<file path="src/rip_pkg.sv">
// ----------------------------------------------------------------------------
// rip_pkg: shared types and constants of the range image point projector
// Register indexes, CORDIC angle table, phase table sizes and pipeline side
// data carried next to the CORDIC cell rows.
// ----------------------------------------------------------------------------
`default_nettype none

package rip_pkg;

   localparam int COL_W       = 10;
   localparam int DIM_W       = 11;
   localparam int FOV_W       = 17;
   localparam int SCALE_W     = 24;
   localparam int RANGE_W     = 16;
   localparam int STRENGTH_W  = 8;
   localparam int POINT_W     = 33;
   localparam int CSR_INDEX_W = 3;
   localparam int CSR_DATA_W  = 24;

   localparam int PHASE_W     = 32;
   localparam int DIST_W      = 32;
   localparam int CORDIC_W    = 34;
   localparam int ANGLE_W     = 33;
   localparam int CORDIC_STEPS = 30;
   localparam logic signed [CORDIC_W-1:0] CORDIC_ONE = 34'sd652032874;

   // Twice one turn in FOV units: den = span * DEN_STEP
   localparam int FOV_TURN    = 92160;
   localparam int DEN_STEP    = 2 * FOV_TURN;
   localparam int DEN_W       = 29;
   localparam int DIVIDEND_W  = FOV_W + PHASE_W;

   // Largest |2*index - span| for a 10-bit index and 11-bit dimension
   localparam int DIFF_MAX    = 2046;
   localparam int TABLE_DEPTH = DIFF_MAX + 1;
   localparam int DIFF_W      = 11;

   typedef enum logic [CSR_INDEX_W-1:0] {
      CSR_IMAGE_WIDTH    = 3'd0,
      CSR_IMAGE_HEIGHT   = 3'd1,
      CSR_FOV_HORIZONTAL = 3'd2,
      CSR_FOV_VERTICAL   = 3'd3,
      CSR_RANGE_SCALE    = 3'd4
   } csr_index_type;

   typedef enum logic [1:0] {
      PT_SETUP,
      PT_DIVIDE,
      PT_SWEEP,
      PT_IDLE
   } table_state_type;

   typedef logic signed [ANGLE_W-1:0] angle_array_type [CORDIC_STEPS];

   localparam angle_array_type ATAN_TURNS = '{
      33'sh020000000, 33'sh012E4051E, 33'sh009FB385B, 33'sh0051111D4, 33'sh0028B0D43,
      33'sh00145D7E1, 33'sh000A2F61E, 33'sh000517C55, 33'sh00028BE53, 33'sh000145F2F,
      33'sh0000A2F98, 33'sh0000517CC, 33'sh000028BE6, 33'sh0000145F3, 33'sh00000A2FA,
      33'sh00000517D, 33'sh0000028BE, 33'sh00000145F, 33'sh000000A30, 33'sh000000518,
      33'sh00000028C, 33'sh000000146, 33'sh0000000A3, 33'sh000000051, 33'sh000000029,
      33'sh000000014, 33'sh00000000A, 33'sh000000005, 33'sh000000003, 33'sh000000001
   };

   typedef struct packed {
      logic                  valid;
      logic [DIST_W-1:0]     distance;
      logic [STRENGTH_W-1:0] intensity;
      logic [1:0]            quad_h;
      logic [1:0]            quad_v;
   } side_type;

endpackage

`default_nettype wire

</file>
<file path="src/rip_cordic_cell.sv">
// ----------------------------------------------------------------------------
// rip_cordic_cell: one rotation step of the sine/cosine cell row
// Rotates toward zero residual angle and hands x, y, z to the next cell.
// ----------------------------------------------------------------------------
`default_nettype none

module rip_cordic_cell #(
   parameter int STEP = 0
) (
   input  wire logic                                  clock,
   input  wire logic                                  en,
   input  wire logic signed [rip_pkg::CORDIC_W-1:0]   x_i,
   input  wire logic signed [rip_pkg::CORDIC_W-1:0]   y_i,
   input  wire logic signed [rip_pkg::ANGLE_W-1:0]    z_i,
   output      logic signed [rip_pkg::CORDIC_W-1:0]   x_o,
   output      logic signed [rip_pkg::CORDIC_W-1:0]   y_o,
   output      logic signed [rip_pkg::ANGLE_W-1:0]    z_o
);

   logic signed [rip_pkg::CORDIC_W-1:0] x_ff, x_in, y_ff, y_in, x_sh, y_sh;
   logic signed [rip_pkg::ANGLE_W-1:0]  z_ff, z_in;

   always_comb begin
      x_sh = x_i >>> STEP;
      y_sh = y_i >>> STEP;
      if (!z_i[rip_pkg::ANGLE_W-1]) begin
         x_in = x_i - y_sh;
         y_in = y_i + x_sh;
         z_in = z_i - rip_pkg::ATAN_TURNS[STEP];
      end else begin
         x_in = x_i + y_sh;
         y_in = y_i - x_sh;
         z_in = z_i + rip_pkg::ATAN_TURNS[STEP];
      end
   end

   always_ff @(posedge clock) begin
      if (en) begin
         x_ff <= x_in;
         y_ff <= y_in;
         z_ff <= z_in;
      end
   end

   assign x_o = x_ff;
   assign y_o = y_ff;
   assign z_o = z_ff;

endmodule

`default_nettype wire

</file>
<file path="config.mk">
export PLATFORM = sky130hd
export DESIGN_NAME = rip_cordic_cell
export DESIGN_NICKNAME = d
export VERILOG_FILES = /design/src/rip_pkg.sv /design/src/rip_cordic_cell.sv
export SDC_FILE = /design/constraint.sdc
export NUM_CORES = 1
export LEC_CHECK = 0
export BUFFER_PORTS_ARGS = -buffer_cell sky130_fd_sc_hd__buf_2
export CAP_MARGIN = 40
export CORE_UTILIZATION = 30
export CTS_CLUSTER_SIZE = 14
export DETAILED_ROUTE_END_ITERATION = 7
export MAX_ROUTING_LAYER = met4
export PLACE_DENSITY = 0.51
export SLEW_MARGIN = 10
export SYNTH_ARGS = -nofsm -noshare
export SYNTH_HDL_FRONTEND = slang
export SYNTH_SLANG_ARGS = --single-unit
export TNS_END_PERCENT = 50
</file>
<file path="constraint.sdc">
create_clock -name clock -period 3.41 [get_ports clock]
set_input_delay 0.5115 -clock clock [delete_from_list [all_inputs] [get_ports clock]]
set_output_delay 0.5115 -clock clock [all_outputs]
set_load 0.005 [all_outputs]
</file>
==> impl_metrics.py, run 1 <==
metrics = {
    "setup_path": {
        "critPathRequiredTime_ns": 3.52,
        "worstSetupPathType": "primary input to flop",
        "worst_path_largest_cell_delay_ns": 0.42,
        "end_kind": "flop",
        "cp_slowest_cell": "fa_1",
        "crit_path_max_fanout": 4,
        "worst-path-buf-inv": 1,
        "startpoint_type": "primary input",
        "crit_family": "compound AO/OA/AOI/OAI gates",
        "cp.arrival_ns": 3.28,
        "crit_chain": "buf_2 -> ha_1 -> fa_1 -> and2b_4 -> o311ai_4 -> a31oi_1 -> o2111ai_2 -> a31oi_2 -> a21bo_1 -> a221o_1 -> mux2i_1 -> xnor2_1",
    },
    "floorplanning": {
        "die_h_um": 175,
        "die_w_um": 175,
        "ios": 204,
        "start_util_pct": 30.5,
        "row_count": 63,
        "die_area_um2": 30800,
        "coreArea_um2": 29600,
    },
    "cts": {
        "ctsResizeCount": 0,
        "cts_buffer_depth": 2,
        "cts_setup_buffers": 0,
        "postCtsHoldBufs": 0,
        "cts_tree": "done",
        "root_buffer": "clkbuf_16",
        "clkTransAtPathRegs_ns": 0.08,
        "htreeDepth": 3,
        "cts.sinks": 100,
        "cts_buffers": 9,
    },
    "final_layout": {
        "fill_cells": 3086,
        "finalInstanceArea_um2": 11600,
        "nets": 1506,
        "post-route-util_pct": 39.0,
        "final_cells": 1692,
        "insertedDiodeCount": 0,
        "drive_above_1_share_pct": 28.2,
        "area_delta_synth_final_pct": 28.0,
    },
    "detailed_routing": {
        "wirelength_mm": 29.7,
        "route.detailed.drc": 0,
        "drtAntennaViolNets": 0,
        "via_per_inst": 5.07,
        "first_pass_iters": 5,
        "post_drt_wl_per_cell_um": 17.5,
        "first_iter_violations": 577,
        "route.vias.total": 8586,
    },
    "sta": {
        "slew-limit-headroom_pct": 57.4,
        "period_needed_ns": 3.17,
        "setup_viol": 0,
        "fmax_mhz": 316,
        "report.final.slew_viol_count": 0,
        "hold_violations": 0,
        "setup_ws_ns": 0.243,
        "worst_slew_pin_slew_ns": 0.639,
        "fin_crit_sh_pct": 92.9,
        "rsz0062_at_grt": "false",
    },
    "logic_synthesis": {
        "syn-instance-count": 1005,
        "synth-edff-count": 100,
        "syn_area_per_cell_um2": 8.98,
        "yosys_warnings": 0,
        "async_flop_share_pct": 0,
        "synth-seq-cells": 100,
        "ys_types": 76,
        "yosysSeqAreaShare_pct": 33.3,
        "syn_area_um2": 9030,
        "syn-num-nets": 1214,
        "ys.flop_type": "edfxtp_1",
    },
    "grt": {
        "antenna_found_initial": 0,
        "grt_pass1_vias": 8229,
        "grt_pass1_wl_mm": 45.5,
        "grt_start_max_net_pins": 58,
        "grt.total_usage_pct": 19.6,
        "overflow": 0,
    },
    "power_and_ir_drop": {
        "comb_power_share_pct": 38.3,
        "power_mw": 4.44,
        "p_leak_nw": 5.24,
        "power.switching_mw": 1.54,
        "p_clk_share_pct": 24.9,
        "power.internal_mw": 2.90,
        "power_density_nw_per_um2": 384,
        "switching_share_pct": 34.6,
        "seqPwrFrac_pct": 36.8,
        "vdd_ir_drop_max_mv": 0.244,
    },
    "worst_hold_path": {
        "hold_end": "z_o[27]",
        "hold_start": "z_i[27]",
        "hp-class": "primary input to flop",
        "whs_path_depth": 1,
    },
    "placed_design": {
        "dpl.hpwl_mm": 24.1,
        "place.gp.congestion": 0.917,
        "placed_area_um2": 11300,
        "place_inst": 1676,
        "place_ws_ns": -0.107,
        "io_buffer_count": 203,
    },
    "flow_run": {
        "drv_cap": 0,
    },
    "status": {
        "status": "finished, final reports clean",
    },
}
cells in the final DEF, fill, tap and decap left out, types with 7 or more instances in the layout:
cell	count
nor2_1	103
o21bai_1	20
a21oi_1	124
a2111oi_0	9
buf_2	202
xor2_1	10
nand3_1	22
xnor2_1	56
nor4_1	8
o21ai_0	53
nand2_1	42
buf_4	123
nor3_1	14
inv_1	98
a21o_1	21
a31oi_1	7
mux2i_1	15
ha_1	102
nor2b_1	7
edfxtp_1	100
nand2b_1	13
o31ai_1	11
clkbuf_16	9
o211ai_1	7
a211oi_1	13
through the flow:
step                      hold slack [ns]  setup TNS (ns)
final                               0.326               0
after global routing                0.312               0
after CTS                           0.307               0
after detailed placement            0.690          -0.351
after global placement              0.687          -0.324
after floorplan                     0.610               0
cells in the mapped netlist (3+ instances only):
master,n,area (um^2)
nand2_1,42,158
fa_1,4,80.1
ha_1,102,1280
a211oi_1,13,97.6
a21oi_1,124,621
o21ai_1,4,20.0
buf_4,4,30.0
a21o_1,21,158
a41oi_1,3,26.3
a211o_1,5,43.8
a221o_1,4,40.0
nor3_1,14,70.1
a22oi_1,3,22.5
a221oi_1,3,26.3
o21a_1,6,45.0
nor2_1,103,387
o31ai_1,11,82.6
o21ai_0,53,265
a31oi_1,7,43.8
nor3b_1,3,22.5
nand2b_1,13,81.3
a2111oi_0,9,78.8
o211ai_1,7,52.6
xor2_1,10,87.6
buf_1,8,30.0
inv_1,98,368
nor2b_1,7,43.8
buf_2,14,70.1
nand4_1,6,37.5
edfxtp_1,100,3000
clkbuf_1,16,60.1
o41a_1,4,45.0
nand3_1,22,110
and3_1,4,25.0
nor4_1,8,50.1
o22ai_1,4,25.0
o21ba_2,3,30.0
mux2i_1,15,150
o21bai_1,20,150
a2111o_1,3,33.8
xnor2_1,56,490
clkinv_1,3,11.3
logic make-up (layout without fill, tap and decap cells):
| kind of cell | after synthesis | in the layout | synth area share (%) |
|---|---|---|---|
| AOI/OAI and AO/OA | 338 | 338 | 24.9 |
| xor gates and xnor gates | 66 | 66 | 6.40 |
| and+or+nand+nor | 231 | 231 | 11.9 |
| adders and majority gates | 106 | 106 | 15.0 |
| DFF | 100 | 100 | 33.3 |
| muxes | 16 | 16 | 1.79 |
| buffers and inverters | 148 | 445 | 6.69 |
worst max-delay path by stage:
stage / end / depth (start not counted) / startpoint / slack (ns)
3_3_place_gp: x_o[32] / 13 / x_i[0] / -0.1
3_5_place_dp: y_o[26] / 12 / x_i[0] / -0.11
2_1_floorplan: y_o[26] / 11 / x_i[0] / 0.34
6_report: y_o[26] / 12 / x_i[0] / 0.24
4_1_cts: y_o[26] / 12 / x_i[0] / 0.26
5_1_grt: y_o[32] / 13 / x_i[9] / 0.05
state kept, by name, summed over array words and instances, names as in the netlist:
register  cells
x_o          34
y_o          33
z_o          33
metal layers:
layer	wire length, um	track usage [%]	part of all wire (%)
met5	0	-	0
met1	14700	28.1	50
met3	1720	2.32	5.8
met4	409	4.93	1.4
met2	12800	29.2	43
layout make-up:
| type | count | area (um^2) | area share (%) |
|---|---|---|---|
| timing repair buffer | 326 | 1950 | 16.9 |
| clock inverter | 6 | 71.3 | 0.617 |
| clock buffer | 10 | 229 | 1.98 |
| tap | 390 | 488 | 4.22 |
| multi-input combinational | 757 | 5420 | 46.9 |
| sequential | 100 | 3000 | 26.0 |
| inverter | 103 | 387 | 3.35 |
power by group through the flow:
stage               sequential [mW]  clock (mW)  combinational, mW
floorplan                      1.68           0              0.899
global placement               1.66           0               1.69
detailed placement             1.66           0               1.69
CTS                            1.64        1.14               1.70
global route                   1.65        1.18               1.86
finish                         1.63        1.11               1.70
No activity file was read; power rests on OpenSTA's default activity.
==> run 2: changes to the inputs <==
--- a/config.mk
+++ b/config.mk
@@ -7,6 +7,7 @@
 export LEC_CHECK = 0
 export BUFFER_PORTS_ARGS = -buffer_cell sky130_fd_sc_hd__buf_2
 export CAP_MARGIN = 40
+export CORE_MARGIN = 10
 export CORE_UTILIZATION = 30
 export CTS_CLUSTER_SIZE = 14
 export DETAILED_ROUTE_END_ITERATION = 7
==> run 2 against run 1 <==
Against the previous run: first-iteration DRC count is 16% higher; non-clock buffer count is 5 higher; fmax is 1.8% lower; cell area is 0.53% higher; wire length is 8.2% higher; die area is 22% higher; cell count is 0.30% higher; worst setup slack worse by 0.059 ns; utilization is 0.21 points higher; critical endpoint unchanged.
==> impl_metrics.py, run 2 (same netlist as run 1, synthesis figures left out) <==
metrics = {
    "grt": {
        "grt_start_max_net_pins": 61,
        "overflow": 0,
        "grt.total_usage_pct": 17.1,
        "grt_pass1_wl_mm": 50.3,
        "antenna_found_initial": 0,
        "grt_pass1_vias": 8641,
    },
    "power_and_ir_drop": {
        "power.switching_mw": 1.57,
        "vdd_ir_drop_max_mv": 0.235,
        "p_clk_share_pct": 25.0,
        "switching_share_pct": 35.0,
        "power.internal_mw": 2.92,
        "power_density_nw_per_um2": 387,
        "p_leak_nw": 5.28,
        "comb_power_share_pct": 38.6,
        "seqPwrFrac_pct": 36.4,
    },
    "floorplanning": {
        "die_h_um": 193,
        "start_util_pct": 30.5,
        "die_w_um": 193,
        "die_area_um2": 37400,
        "ios": 204,
        "row_count": 63,
        "coreArea_um2": 29600,
    },
    "detailed_routing": {
        "route.vias.total": 8585,
        "drtAntennaViolNets": 0,
        "wirelength_mm": 32.1,
        "first_pass_iters": 5,
        "post_drt_wl_per_cell_um": 18.9,
        "route.detailed.drc": 0,
        "first_iter_violations": 672,
        "via_per_inst": 5.06,
    },
    "status": {
        "status": "finished, final reports clean",
    },
    "sta": {
        "period_needed_ns": 3.23,
        "setup_viol": 0,
        "report.final.slew_viol_count": 0,
        "hold_violations": 0,
        "slew-limit-headroom_pct": 53.6,
        "holdWs_ns": 0.320,
        "fin_crit_sh_pct": 94.6,
        "fmax_mhz": 310,
        "worst_slew_pin_slew_ns": 0.697,
        "rsz0062_at_grt": "false",
    },
    "placed_design": {
        "dpl.hpwl_mm": 26.6,
        "placed_area_um2": 11300,
        "io_buffer_count": 203,
        "place.gp.congestion": 0.938,
    },
    "setup_path": {
        "crit_path_start": "x_i[0]",
        "crit_path_max_fanout": 4,
        "end_kind": "flop",
        "startpoint_type": "primary input",
        "critPathRequiredTime_ns": 3.53,
        "worstSetupPathType": "primary input to flop",
        "cp.arrival_ns": 3.35,
    },
    "flow_run": {
        "drv_cap": 0,
    },
    "cts": {
        "cts.sinks": 100,
        "root_buffer": "clkbuf_16",
        "postCtsHoldBufs": 0,
        "cts_buffer_depth": 2,
        "cts_buffers": 9,
        "cts_setup_buffers": 0,
        "cts_tree": "done",
        "htreeDepth": 3,
        "clkTransAtPathRegs_ns": 0.08,
        "ctsResizeCount": 0,
    },
    "final_layout": {
        "insertedDiodeCount": 0,
        "area_delta_synth_final_pct": 28.6,
        "area.sequential_um2": 3000,
        "most-common-layout-cells": "202 x buf_2, 127 x buf_4, 124 x a21oi_1, 103 x nor2_1, 102 x ha_1",
        "final_common_cell": "buf_2",
        "largest_reg_flops": 34,
        "fill_cells": 3112,
        "nets": 1511,
        "finalInstanceArea_um2": 11600,
        "drive_above_1_share_pct": 28.5,
        "multi_input_area_um2": 5420,
    },
    "worst_hold_path": {
        "hp-class": "primary input to flop",
        "hold_start": "z_i[10]",
        "whs_path_depth": 1,
        "hold_end": "z_o[10]",
    },
}
## run 2: how the worst max path moves through the flow
stage	to	slack [ns]	cells after the start
6_report	y_o[26]	0.18	12
5_1_grt	y_o[32]	0.03	13
4_1_cts	y_o[26]	0.20	12
3_5_place_dp	y_o[26]	-0.17	12
3_3_place_gp	y_o[26]	-0.13	12
2_1_floorplan	y_o[26]	0.34	11
## run 2: area by class of cell
class,count,share of cell area (%)
Clock inverter,7,0.743
Inverter,103,3.33
Multi-Input combinational cell,757,46.7
Sequential cell,100,25.9
Clock buffer,9,1.94
Tap cell,390,4.20
Timing Repair Buffer,331,17.3
## run 2: worst max-delay path, stage by stage
cell and delay [ns]:
buf_2 0.12, ha_1 0.23, fa_1 0.42, and2b_4 0.20, o311ai_4 0.28, a31oi_1 0.21
o2111ai_2 0.28, a31oi_2 0.22, a21bo_1 0.26, a221o_1 0.34, mux2i_1 0.18, xnor2_1 0.08
## run 2: per-layer routing
layer	routed length, um	global-route usage (%)	part of all wire [%]	up-vias
met4	348	3.89	1.1	0
li1	-	-	-	4217
met2	14200	25.7	44	273
met5	0	-	0	-
met3	1500	2.13	4.7	21
met1	16100	23.9	50	4074
## run 2: power groups by stage
stage / Sequential, mW / Clock (mW) / Combinational (mW)
global route: 1.65 / 1.22 / 1.91
finish: 1.63 / 1.12 / 1.73
global placement: 1.66 / 0 / 1.72
floorplan: 1.68 / 0 / 0.899
CTS: 1.64 / 1.17 / 1.74
detailed placement: 1.67 / 0 / 1.73
## run 2: per-stage QoR
step	worst slack (ns)	utilization, %	setup TNS [ns]	cells	total power, mW
floorplan	0.340	-	0	1005	2.58
global placement	-0.132	38.1	-0.390	1681	3.39
detailed placement	-0.171	38.1	-0.610	1681	3.39
CTS	0.201	39.2	0	1697	4.54
global route	0.0256	39.2	0	1697	4.78
finish	0.184	39.2	0	1697	4.49
